$ cat src/aaps_pkg.sv
// Shared types and constants for the audio activity power switch.
`default_nettype none
package aaps_pkg;

    localparam int ADC_BITS    = 10;
    localparam int VALUE_W     = 10;
    localparam int COUNT_W     = 11;
    localparam int TIMER_W     = 16;
    localparam int CFG_DATA_W  = 16;
    localparam int CFG_INDEX_W = 2;

    // Mid level of the LED reading, wide enough for converter widths up to 17 bits.
    localparam int                 LEVEL_CMP_W = 17;
    localparam logic [LEVEL_CMP_W-1:0] LED_MID =
        LEVEL_CMP_W'(1) << (ADC_BITS - 1);
    localparam logic [VALUE_W-1:0] ADC_MASK =
        VALUE_W'((32'd1 << ADC_BITS) - 32'd1);

    localparam logic [COUNT_W-1:0] COUNT_MAX = '1;

    localparam logic [VALUE_W-1:0] THRESHOLD_RESET = 10'd512;
    localparam logic [COUNT_W-1:0] REQUIRED_RESET  = 11'd1;
    localparam logic [TIMER_W-1:0] HOLD_RESET      = 16'd60;

    typedef enum logic [CFG_INDEX_W-1:0] {
        REG_AUDIO_THRESHOLD = 2'd0,
        REG_REQUIRED_COUNT  = 2'd1,
        REG_HOLD_WINDOWS    = 2'd2
    } reg_index_t;

    typedef enum logic {
        KIND_AUDIO = 1'b0,
        KIND_LED   = 1'b1
    } sample_kind_t;

    typedef struct packed {
        logic               sample_kind;
        logic [VALUE_W-1:0] adc_value;
    } sample_item_t;

    typedef struct packed {
        logic activity_led;
        logic toggle_request;
    } result_item_t;

    typedef struct packed {
        logic [VALUE_W-1:0] audio_threshold;
        logic [COUNT_W-1:0] required_count;
        logic [TIMER_W-1:0] hold_windows;
    } cfg_t;

endpackage
`default_nettype wire

$ cat src/audio_activity_power_switch.sv
// Audio activity power switch: two-stage request pipeline around the window logic.
//
// Each request (an audio sample or an LED level reading) yields exactly one
// result. Requests are taken one per cycle unless sample_stall is high: a
// request lands in an input register, and the window logic then evaluates it
// against the stored state and writes the result register. The input
// register keeps accepting while a result waits to be taken; the path stalls
// only when both stages hold data and the result side stalls. Configuration
// writes take effect at the next clock and are meant to be made while no
// request is in flight.
`default_nettype none
module audio_activity_power_switch (
    input  wire logic                              clk,
    input  wire logic                              rst_n,
    input  wire logic                              sample_valid,
    output logic                                   sample_stall,
    input  aaps_pkg::sample_item_t                 sample,
    output logic                                   result_valid,
    input  wire logic                              result_stall,
    output aaps_pkg::result_item_t                 result,
    input  wire logic                              write_enable,
    input  wire logic [aaps_pkg::CFG_INDEX_W-1:0]  reg_index,
    input  wire logic [aaps_pkg::CFG_DATA_W-1:0]   write_data
);
    import aaps_pkg::*;

    cfg_t         cfg;
    sample_item_t in_item_reg;
    logic         in_valid_reg, in_valid_next;
    result_item_t out_item_reg;
    result_item_t core_result;
    logic         out_valid_reg, out_valid_next;
    logic         advance;
    logic         take;

    aaps_cfg_regs u_cfg (
        .clk          (clk),
        .rst_n        (rst_n),
        .write_enable (write_enable),
        .reg_index    (reg_index),
        .write_data   (write_data),
        .cfg          (cfg)
    );

    aaps_core u_core (
        .clk     (clk),
        .rst_n   (rst_n),
        .advance (advance),
        .item    (in_item_reg),
        .cfg     (cfg),
        .result  (core_result)
    );

    assign advance      = in_valid_reg && (!out_valid_reg || !result_stall);
    assign sample_stall = in_valid_reg && !advance;
    assign take         = sample_valid && !sample_stall;

    assign in_valid_next  = take || (in_valid_reg && !advance);
    assign out_valid_next = advance || (out_valid_reg && result_stall);

    always_ff @(posedge clk or negedge rst_n)
    begin
        if (!rst_n)
        begin
            in_valid_reg  <= 1'b0;
            out_valid_reg <= 1'b0;
        end
        else
        begin
            in_valid_reg  <= in_valid_next;
            out_valid_reg <= out_valid_next;
        end
    end

    always_ff @(posedge clk)
    begin
        if (take)
            in_item_reg <= sample;
        if (advance)
            out_item_reg <= core_result;
    end

    assign result_valid = out_valid_reg;
    assign result       = out_item_reg;

endmodule
`default_nettype wire

$ cat src/aaps_cfg_regs.sv
// Configuration register file for the audio activity power switch.
`default_nettype none
module aaps_cfg_regs (
    input  wire logic                              clk,
    input  wire logic                              rst_n,
    input  wire logic                              write_enable,
    input  wire logic [aaps_pkg::CFG_INDEX_W-1:0]  reg_index,
    input  wire logic [aaps_pkg::CFG_DATA_W-1:0]   write_data,
    output aaps_pkg::cfg_t                         cfg
);
    import aaps_pkg::*;

    cfg_t cfg_reg;
    cfg_t cfg_next;

    always_comb
    begin
        cfg_next = cfg_reg;
        if (write_enable)
        begin
            unique case (reg_index)
                REG_AUDIO_THRESHOLD: cfg_next.audio_threshold = write_data[VALUE_W-1:0];
                REG_REQUIRED_COUNT:  cfg_next.required_count  = write_data[COUNT_W-1:0];
                REG_HOLD_WINDOWS:    cfg_next.hold_windows    = write_data[TIMER_W-1:0];
                default:             cfg_next = cfg_reg;
            endcase
        end
    end

    always_ff @(posedge clk or negedge rst_n)
    begin
        if (!rst_n)
        begin
            cfg_reg.audio_threshold <= THRESHOLD_RESET;
            cfg_reg.required_count  <= REQUIRED_RESET;
            cfg_reg.hold_windows    <= HOLD_RESET;
        end
        else
        begin
            cfg_reg <= cfg_next;
        end
    end

    assign cfg = cfg_reg;

endmodule
`default_nettype wire

$ cat src/aaps_core.sv
// Window state and per-sample decision logic.
`default_nettype none
module aaps_core (
    input  wire logic                 clk,
    input  wire logic                 rst_n,
    input  wire logic                 advance,
    input  aaps_pkg::sample_item_t    item,
    input  aaps_pkg::cfg_t            cfg,
    output aaps_pkg::result_item_t    result
);
    import aaps_pkg::*;

    logic [COUNT_W-1:0] active_count_reg, active_count_next;
    logic [VALUE_W-1:0] prev_level_reg, prev_level_next;
    logic [TIMER_W-1:0] idle_timer_reg, idle_timer_next;
    logic [TIMER_W-1:0] lockout_reg, lockout_next;

    logic [VALUE_W-1:0] level;
    logic               active;
    logic               was_on;
    logic               is_on;
    logic               off_edge;
    logic               on_edge;
    logic               meets;
    logic [TIMER_W-1:0] lock_mid;
    logic [TIMER_W-1:0] idle_mid;

    assign level    = item.adc_value & ADC_MASK;
    assign active   = level > cfg.audio_threshold;
    assign was_on   = LEVEL_CMP_W'(prev_level_reg) > LED_MID;
    assign is_on    = LEVEL_CMP_W'(level) > LED_MID;
    assign off_edge = was_on && !is_on && (idle_timer_reg != '0);
    assign on_edge  = !was_on && is_on;
    assign lock_mid = (off_edge || on_edge) ? cfg.hold_windows : lockout_reg;
    assign idle_mid = off_edge ? '0 : idle_timer_reg;

    always_comb
    begin
        priority if (on_edge)
            meets = 1'b1;
        else if (off_edge)
            meets = (cfg.required_count == '0);
        else
            meets = (active_count_reg >= cfg.required_count);
    end

    always_comb
    begin
        active_count_next = active_count_reg;
        prev_level_next   = prev_level_reg;
        idle_timer_next   = idle_timer_reg;
        lockout_next      = lockout_reg;
        result            = '0;
        if (item.sample_kind == KIND_AUDIO)
        begin
            result.activity_led = active;
            if (active && (active_count_reg != COUNT_MAX))
                active_count_next = active_count_reg + COUNT_W'(1);
        end
        else
        begin
            active_count_next = '0;
            prev_level_next   = level;
            idle_timer_next   = idle_mid;
            if (lock_mid != '0)
            begin
                lockout_next = lock_mid - TIMER_W'(1);
            end
            else
            begin
                lockout_next = '0;
                if (is_on)
                begin
                    priority if (meets)
                        idle_timer_next = cfg.hold_windows;
                    else if (idle_mid <= TIMER_W'(1))
                    begin
                        idle_timer_next       = '0;
                        result.toggle_request = 1'b1;
                    end
                    else
                        idle_timer_next = idle_mid - TIMER_W'(1);
                end
                else if (meets)
                begin
                    idle_timer_next       = cfg.hold_windows;
                    result.toggle_request = 1'b1;
                end
            end
        end
    end

    always_ff @(posedge clk or negedge rst_n)
    begin
        if (!rst_n)
        begin
            active_count_reg <= '0;
            prev_level_reg   <= '0;
            idle_timer_reg   <= '0;
            lockout_reg      <= '0;
        end
        else if (advance)
        begin
            active_count_reg <= active_count_next;
            prev_level_reg   <= prev_level_next;
            idle_timer_reg   <= idle_timer_next;
            lockout_reg      <= lockout_next;
        end
    end

endmodule
`default_nettype wire
$ cat config.mk
export PLATFORM = sky130hd
export DESIGN_NAME = audio_activity_power_switch
export DESIGN_NICKNAME = d
export VERILOG_FILES = /design/src/aaps_pkg.sv /design/src/audio_activity_power_switch.sv /design/src/aaps_cfg_regs.sv /design/src/aaps_core.sv
export SDC_FILE = /design/constraint.sdc
export NUM_CORES = 1
export LEC_CHECK = 0
export BUFFER_PORTS_ARGS = -buffer_cell sky130_fd_sc_hd__buf_2
export CAP_MARGIN = 20
export CORE_MARGIN = 2
export CORE_UTILIZATION = 50
export CTS_BUF_LIST = sky130_fd_sc_hd__clkbuf_16
export DETAILED_ROUTE_END_ITERATION = 8
export PLACE_DENSITY_LB_ADDON = 0.15
export SYNTH_ARGS = -nofsm -noshare
export SYNTH_HDL_FRONTEND = slang
export SYNTH_SLANG_ARGS = --single-unit
$ cat constraint.sdc
create_clock -name clk -period 4.25 [get_ports clk]
set_clock_uncertainty 0.15 [all_clocks]
set_input_delay 0 -clock clk [delete_from_list [all_inputs] [get_ports clk]]
set_output_delay 0 -clock clk [all_outputs]
set_load 0.01 [all_outputs]
==> impl_metrics.prom, run 1 <==
# TYPE chip_impl_metric gauge
chip_impl_metric{name="core_region",unit="sq um"} 12200
chip_impl_metric{name="synth.cell_area",unit="sq um"} 6280
chip_impl_info{name="most_used_dff_post_synth",value="dfrtp_1"} 1
chip_impl_metric{name="cts_buffers",unit=""} 9
chip_impl_metric{name="antennaDiodeCount",unit=""} 0
chip_impl_info{name="hold_path.class",value="primary input to asynchronous set/reset pin"} 1
chip_impl_metric{name="final_nets",unit=""} 812
chip_impl_metric{name="layout_setup_ws",unit="ns"} 0.318
chip_impl_metric{name="dp_worst_setup_slack",unit="ns"} 0.349
chip_impl_metric{name="cts_post_setup_buffers_inserted",unit=""} 0
chip_impl_metric{name="drt_met1_wl",unit="um"} 7270
chip_impl_info{name="synth_commonest_cells",value="102 x nand2_1, 86 x dfrtp_1, 52 x o21ai_0"} 1
chip_impl_info{name="path_class",value="register to register"} 1
chip_impl_metric{name="numPortBuffers",unit=""} 37
chip_impl_metric{name="cts_max_path_buffers",unit=""} 2
chip_impl_metric{name="setup-tns-final",unit="ns"} 0
chip_impl_info{name="rsz0062_at_grt",value="false"} 1
chip_impl_metric{name="syn-num-nets",unit=""} 728
chip_impl_metric{name="synthesis_warning_total",unit=""} 0
chip_impl_metric{name="drt_wl_total",unit="um"} 16200
chip_impl_metric{name="netlist.area_leader.share",unit="%"} 34.3
chip_impl_metric{name="met3_wirelength",unit="um"} 756
chip_impl_info{name="combinational_family_with_the_most_area_after_synthesis",value="simple AND/OR/NAND/NOR gates"} 1
chip_impl_metric{name="die-height",unit="um"} 116
chip_impl_metric{name="crit_path_max_fanout",unit=""} 13
chip_impl_metric{name="worst_skew_pair.late_latency",unit="ns"} 0.36
chip_impl_info{name="netlist.top_cell.by_area",value="dfrtp_1"} 1
chip_impl_metric{name="placementRows",unit=""} 40
chip_impl_metric{name="drv_cap",unit=""} 0
chip_impl_metric{name="holdBufCountCts",unit=""} 51
chip_impl_metric{name="grt_first_pass_wirelength",unit="um"} 27000
chip_impl_metric{name="synthSimpleGateAreaFrac",unit="%"} 18.6
chip_impl_metric{name="first_pass_iters",unit=""} 5
chip_impl_info{name="most_common_cell_in_the_synthesized_netlist",value="nand2_1"} 1
chip_impl_metric{name="async_reset_ff_share",unit="%"} 87.6
chip_impl_metric{name="layout-area-overhead-vs-synth",unit="%"} 19.2
chip_impl_info{name="dominant_cells_by_area_after_synthesis",value="dfrtp_1 34%, edfxtp_1 6.2%, nand2_1 6.1%, mux2_2 5.6%, ha_1 5.2%"} 1
chip_impl_info{name="status",value="finished, final reports clean"} 1
chip_impl_metric{name="period_share",unit="%"} 92.5
chip_impl_metric{name="drv_slew",unit=""} 0
chip_impl_metric{name="drt_first_iter_violations",unit=""} 439
chip_impl_metric{name="overflow",unit=""} 0
chip_impl_info{name="worstSetupEndpointType",value="register"} 1
chip_impl_info{name="critPathLaunchType",value="register"} 1
chip_impl_metric{name="route.vias.total",unit=""} 5353
chip_impl_metric{name="yosys-mux-area-fraction",unit="%"} 10.9
chip_impl_metric{name="path_clk_slew",unit="ns"} 0.07
chip_impl_metric{name="synth_xor_xnor_area_share",unit="%"} 0.976
chip_impl_metric{name="synthesis.instances",unit=""} 668
chip_impl_metric{name="die_area",unit="sq um"} 13500
chip_impl_info{name="tritoncts",value="built"} 1
chip_impl_metric{name="final-hold-violation-count",unit=""} 0
chip_impl_metric{name="routedWlPerCell",unit="um"} 17.5
chip_impl_metric{name="pin_count_of_the_biggest_net_entering_global_routing",unit=""} 54
chip_impl_metric{name="fmax",unit="GHz"} 0.254
chip_impl_metric{name="setup_viol_count_final",unit=""} 0
chip_impl_metric{name="timing.reg2reg.worst_path_depth",unit=""} 12
chip_impl_metric{name="transition_time_at_the_pin_with_the_least_slew_margin",unit="ns"} 0.964
chip_impl_info{name="ctsRootBufferMaster",value="clkbuf_16"} 1
chip_impl_metric{name="yosysUniqueCellTypes",unit=""} 66
chip_impl_metric{name="largest_reg_flops",unit=""} 37
chip_impl_metric{name="cts.sink_count",unit=""} 105
chip_impl_metric{name="vdd.ir_drop.worst",unit="V"} 0.000465
chip_impl_metric{name="wl_met2",unit="um"} 7760
chip_impl_metric{name="post_route_cells_drive_above_1_share",unit="%"} 17.2
chip_impl_metric{name="initial_core_util",unit="%"} 51.7
chip_impl_metric{name="leakage",unit="nW"} 3.32
chip_impl_metric{name="gp_congestion",unit=""} 0.885
chip_impl_metric{name="h-tree-depth",unit=""} 3
chip_impl_metric{name="relSlewSlack",unit="%"} 35.4
chip_impl_metric{name="die-width",unit="um"} 116
chip_impl_metric{name="p_per_area",unit="nW/um^2"} 395
chip_impl_metric{name="min_tclk_post_route",unit="ns"} 3.93
chip_impl_metric{name="detailed_route_vias_per_instance",unit=""} 5.79
chip_impl_metric{name="post_synth.cell_area_avg",unit="sq um"} 9.40
chip_impl_metric{name="cp_data_required_time",unit="ns"} 4.35
chip_impl_metric{name="dp_wirelength",unit="um"} 11100
chip_impl_metric{name="yosysSeqAreaShare",unit="%"} 43.0
chip_impl_metric{name="post_synth_fa_ha_maj_area_fraction",unit="%"} 5.18
chip_impl_info{name="route.top_layer_used",value="met4"} 1
chip_impl_metric{name="cp.arrival",unit="ns"} 4.03
chip_impl_metric{name="synth_edf_count",unit=""} 13
chip_impl_metric{name="detail_route.drc_violations",unit=""} 0
chip_impl_metric{name="ioPinCount",unit=""} 38
chip_impl_metric{name="ys_ff_latch",unit=""} 105
chip_impl_metric{name="first_global_vias",unit=""} 5344
chip_impl_metric{name="antenna_found_initial",unit=""} 0
chip_impl_metric{name="antenna_violating_nets_post_route",unit=""} 0
chip_impl_metric{name="post_cts_resized",unit=""} 0
chip_impl_metric{name="grtUsageTotal",unit="%"} 26.0
chip_impl_metric{name="synth_compound_area_share",unit="%"} 17.1
[report_power, final]
| group | switching, mW | total [mW] | internal (mW) |
|---|---|---|---|
| Clock | 0.408 | 0.874 | 0.465 |
| Sequential | 0.174 | 1.34 | 1.17 |
| Combinational | 0.385 | 0.741 | 0.356 |
| Total | 0.967 | 2.95 | 1.99 |
[stage by stage]
stage               hold slack, ns  instance area [sq um]  utilization (%)  cells  total power, mW
detailed placement         -0.0498                   6670             54.9    858             2.04
global route                 0.159                   7490             61.6    925             3.12
floorplan                   -0.446                   6280                -    668             1.81
finish                      0.0861                   7490             61.6    925             2.95
global placement           -0.0570                   6670             54.9    858             2.01
CTS                          0.110                   7490             61.6    925             2.96
[placed cells by master (no fill, tap or decap), drive strengths merged, types with 5 or more instances in the layout]
cell type / count
a21o: 9
a21oi: 34
a22o: 5
buf: 54
clkbuf: 9
dfrtp: 86
dfstp: 6
dlygate4sd3: 51
edfxtp: 13
ha: 26
inv: 36
mux2: 31
mux2i: 32
nand2: 104
nand3: 14
nand4: 6
nor2: 48
nor3: 12
nor4: 12
o211ai: 7
o21ai: 63
o22ai: 10
o41ai: 6
or2: 5
or3: 9
or4: 7
[critical path, stage by stage, from the launching register on]
cell and delay (ns):
edfxtp_1 0.42, or4_4 0.57, o41a_1 0.44, buf_4 0.21, a211oi_4 0.25, nor2_2 0.09
mux2i_1 0.25, ha_1 0.29, nand3_1 0.20, nor4b_4 0.39, nand2_2 0.10, a21o_1 0.18
a221o_1 0.28
[cells by family (layout without fill, tap and decap cells)]
kind of cell    after synthesis  after routing
compound gates              165            165
xor+xnor                      7              7
fa+ha+maj                    26             26
buf+inv                      64            153
flops                       105            105
mux                          63             63
simple gates                238            238
[final cells by class]
class | count | area, sq um
clock buffers | 9 | 225
flip-flops and latches | 105 | 2700
multi-input cells | 499 | 3330
inverters | 32 | 120
well taps | 168 | 210
clock inverters | 7 | 77.6
fillers | 1039 | 4680
repair buffers | 105 | 826
[worst paths after layout]
path	startpoint	end	slack (ns)
worst max-delay path	in_item_reg[5]	u_core.lockout_reg[14]	0.32
worst min-delay path	rst_n	u_core.idle_timer_reg[2]	0.09
worst max register to register	in_item_reg[5]	u_core.lockout_reg[14]	0.32
worst min register to register	u_core.prev_level_reg[2]	u_core.prev_level_reg[2]	0.32
max in group asynchronous	rst_n	u_cfg.cfg[16]	2.86
min in group clk	sample[9]	in_item_reg[9]	0.19
[metal layers]
layer	up-vias	track usage (%)
met5	-	0
met2	137	42.8
li1	2582	-
met3	28	5.55
met4	0	8.25
met1	2606	34.6
Power figures use the tool's default switching activity.
==> inputs of run 2 (changes only) <==
Settings changed: BUFFER_PORTS_ARGS -buffer_cell sky130_fd_sc_hd__buf_2 to not set, DONT_BUFFER_PORTS set to 1.
==> run 2 against run 1 <==
Against the previous run: register-to-register slack worse by 0.09 ns; clock-buffer cell count did not move; total power is 3.2% lower; first-iteration DRC count is 1.1% higher; cell count fell by 3.8%; wire length increased by 1.2%; global-route usage rose by 0.36 points; critical endpoint is now u_core.idle_timer_reg[0]; largest power group unchanged.
==> impl_metrics.prom, run 2 (same netlist as run 1, synthesis figures left out) <==
# TYPE chip_impl_metric gauge
chip_impl_info{name="status",value="finished, final reports clean"} 1
chip_impl_metric{name="net_sw_share",unit="%"} 33.2
chip_impl_metric{name="net-switching-power",unit="uW"} 950
chip_impl_info{name="cpLargestDelayFamily",value="compound AO/OA/AOI/OAI gates"} 1
chip_impl_metric{name="final_nets",unit=""} 775
chip_impl_metric{name="rrSetupSlack",unit="ns"} 0.23
chip_impl_metric{name="final-hold-violation-count",unit=""} 0
chip_impl_metric{name="routedWlPerCell",unit="um"} 18.4
chip_impl_info{name="ctsRootBufferMaster",value="clkbuf_16"} 1
chip_impl_metric{name="power.share.clock",unit="%"} 27.8
chip_impl_metric{name="ioPinCount",unit=""} 38
chip_impl_metric{name="route.vias.total",unit=""} 5269
chip_impl_metric{name="multi_input_comb_area",unit="sq um"} 3340
chip_impl_metric{name="post-place-cells",unit=""} 820
chip_impl_metric{name="transition_time_at_the_pin_with_the_least_slew_margin",unit="ns"} 1.02
chip_impl_info{name="worstSetupEndpoint",value="u_core.idle_timer_reg[0]"} 1
chip_impl_metric{name="p_per_area",unit="nW/um^2"} 391
chip_impl_metric{name="vdd.ir_drop.worst",unit="V"} 0.000318
chip_impl_info{name="layout_common_cells",value="102 x nand2_1, 86 x dfrtp_1, 52 x o21ai_0"} 1
chip_impl_metric{name="period_share",unit="%"} 94.7
chip_impl_metric{name="cts.sink_count",unit=""} 105
chip_impl_metric{name="die-width",unit="um"} 116
chip_impl_info{name="worstSetupEndpointType",value="register"} 1
chip_impl_metric{name="setup-tns-final",unit="ns"} 0
chip_impl_metric{name="regArea",unit="sq um"} 2700
chip_impl_metric{name="pin_count_of_the_biggest_net_entering_global_routing",unit=""} 93
chip_impl_metric{name="drt_wl_total",unit="um"} 16400
chip_impl_metric{name="post_route_cells_drive_above_1_share",unit="%"} 12.9
chip_impl_info{name="rsz0062_at_grt",value="false"} 1
chip_impl_metric{name="die-height",unit="um"} 116
chip_impl_metric{name="leakage",unit="nW"} 3.17
chip_impl_info{name="critical_path.most_common_cell",value="buf_4"} 1
chip_impl_metric{name="grtUsageTotal",unit="%"} 26.3
chip_impl_metric{name="crit_path_max_fanout",unit=""} 19
chip_impl_metric{name="initial_core_util",unit="%"} 51.7
chip_impl_metric{name="fmax",unit="GHz"} 0.249
chip_impl_metric{name="cts_buffers",unit=""} 9
chip_impl_metric{name="final_non_filler_cell_area",unit="sq um"} 7300
chip_impl_metric{name="comb_power_share",unit="%"} 25.3
chip_impl_metric{name="die_area",unit="sq um"} 13500
chip_impl_metric{name="grt_first_pass_wirelength",unit="um"} 27300
chip_impl_metric{name="setup_viol_count_final",unit=""} 0
chip_impl_metric{name="final-instance-count-excl-fill",unit=""} 890
chip_impl_metric{name="path_clk_slew",unit="ns"} 0.08
chip_impl_info{name="r2r_start",value="in_item_reg[4]"} 1
chip_impl_metric{name="cts_max_path_buffers",unit=""} 2
chip_impl_info{name="path_class",value="register to register"} 1
chip_impl_metric{name="min_tclk_post_route",unit="ns"} 4.02
chip_impl_info{name="timing.rr.end",value="u_core.idle_timer_reg[0]"} 1
chip_impl_metric{name="cp.arrival",unit="ns"} 4.15
chip_impl_metric{name="core_region",unit="sq um"} 12200
chip_impl_info{name="hold_path.class",value="primary input to output port"} 1
chip_impl_info{name="crit_slowest_cell",value="or4_4"} 1
chip_impl_info{name="layout_commonest_cell",value="nand2_1"} 1
chip_impl_info{name="tritoncts",value="built"} 1
chip_impl_metric{name="antenna_violating_nets_post_route",unit=""} 0
chip_impl_metric{name="first_pass_iters",unit=""} 5
chip_impl_metric{name="drv_slew",unit=""} 0
chip_impl_metric{name="layout-area-overhead-vs-synth",unit="%"} 16.3
chip_impl_metric{name="detail_route.drc_violations",unit=""} 0
chip_impl_info{name="timing.critical_path.from",value="in_item_reg[4]"} 1
chip_impl_metric{name="total_power",unit="mW"} 2.86
chip_impl_metric{name="pwr-share-seq",unit="%"} 46.9
chip_impl_info{name="critPathLaunchType",value="register"} 1
chip_impl_metric{name="cpPeakStageDelay",unit="ns"} 0.55
chip_impl_metric{name="layout.core_utilization",unit="%"} 60.1
chip_impl_metric{name="timing.critical_path.buf_inv",unit=""} 3
chip_impl_metric{name="numPortBuffers",unit=""} 0
chip_impl_metric{name="gp_congestion",unit=""} 0.895
chip_impl_metric{name="first_global_vias",unit=""} 5329
chip_impl_metric{name="placementRows",unit=""} 40
chip_impl_metric{name="cp.depth",unit=""} 12
chip_impl_metric{name="relSlewSlack",unit="%"} 31.6
chip_impl_metric{name="detailed_route_vias_per_instance",unit=""} 5.92
chip_impl_metric{name="cp_data_required_time",unit="ns"} 4.38
chip_impl_metric{name="place_area",unit="sq um"} 6480
chip_impl_metric{name="drv_cap",unit=""} 0
chip_impl_metric{name="largest_reg_flops",unit=""} 37
chip_impl_info{name="worstPathCellList",value="or4_4 > o41a_1 > buf_4 > a211o_1 > buf_4 > nand2_8 > mux2i_4 > nor4_2 > buf_4 > o21ai_4 > nand2_1 > o21ai_0"} 1
chip_impl_metric{name="worst_skew_pair.late_latency",unit="ns"} 0.36
chip_impl_metric{name="dp_wirelength",unit="um"} 11000
chip_impl_metric{name="antenna_found_initial",unit=""} 2
chip_impl_metric{name="drt_first_iter_violations",unit=""} 444
chip_impl_metric{name="h-tree-depth",unit=""} 3
chip_impl_metric{name="timing.reg2reg.worst_path_depth",unit=""} 12
chip_impl_metric{name="fill_cells",unit=""} 1026
chip_impl_metric{name="cell_internal_pwr",unit="mW"} 1.91
chip_impl_metric{name="overflow",unit=""} 0
==> run 2: worst reg2reg max path: cells and delay by family (launching register included) <==
kind / cells / cell delay [ns]
buffers and inverters: 3 / 0.62
AO/OA/AOI/OAI: 4 / 1.32
flip-flops: 1 / 0.47
AND/OR/NAND/NOR: 4 / 0.92
multiplexers: 1 / 0.45
==> run 2: what timing repair did <==
item,in CTS,in global routing
hold buffers,52,0
hold endpoints to repair,156,0
setup endpoints to repair,0,1
gates resized for setup,0,1
setup buffers,0,0
==> run 2: cell type report <==
class	instances	area share, %
Inverter	32	1.64
Antenna cell	2	0.0685
Multi-Input combinational cell	499	45.7
Sequential cell	105	37.0
Tap cell	168	2.88
Clock inverter	7	0.668
Clock buffer	9	3.08
Timing Repair Buffer	68	9.01
==> run 2: worst min path at each step <==
stage	start	end	slack, ns	depth (start not counted)
floorplan	rst_n	in_valid_reg	-0.45	0
global placement	rst_n	u_cfg.cfg[8]	-0.44	0
detailed placement	rst_n	u_cfg.cfg[8]	-0.44	0
CTS	write_enable	u_cfg.cfg[27]	0.0004	2
global route	write_enable	u_cfg.cfg[27]	0.06	2
finish	result_stall	sample_stall	0.04	2
==> run 2: power by group through the flow <==
stage          combinational (mW)  sequential (mW)  clock [mW]
2_1_floorplan               0.524             1.28           0
3_3_place_gp                0.619             1.35           0
3_5_place_dp                0.639             1.36           0
4_1_cts                     0.719             1.34       0.811
5_1_grt                     0.820             1.36       0.855
6_report                    0.724             1.34       0.794
==> run 2: metal layers <==
layer | share of wire [%] | GRT usage, % | up-vias
met5 | 0 | 0 | -
li1 | - | - | 2514
met3 | 5.8 | 6.90 | 35
met1 | 44 | 34.0 | 2551
met2 | 48 | 43.2 | 169
met4 | 2.8 | 9.21 | 0
==> run 2: through the flow <==
stage	setup WS (ns)	hold slack, ns
after detailed placement	0.336	-0.442
after floorplan	0.0797	-0.446
after global routing	0.0505	0.0586
after global placement	0.406	-0.442
after CTS	0.300	0.000366
final	0.227	0.0406
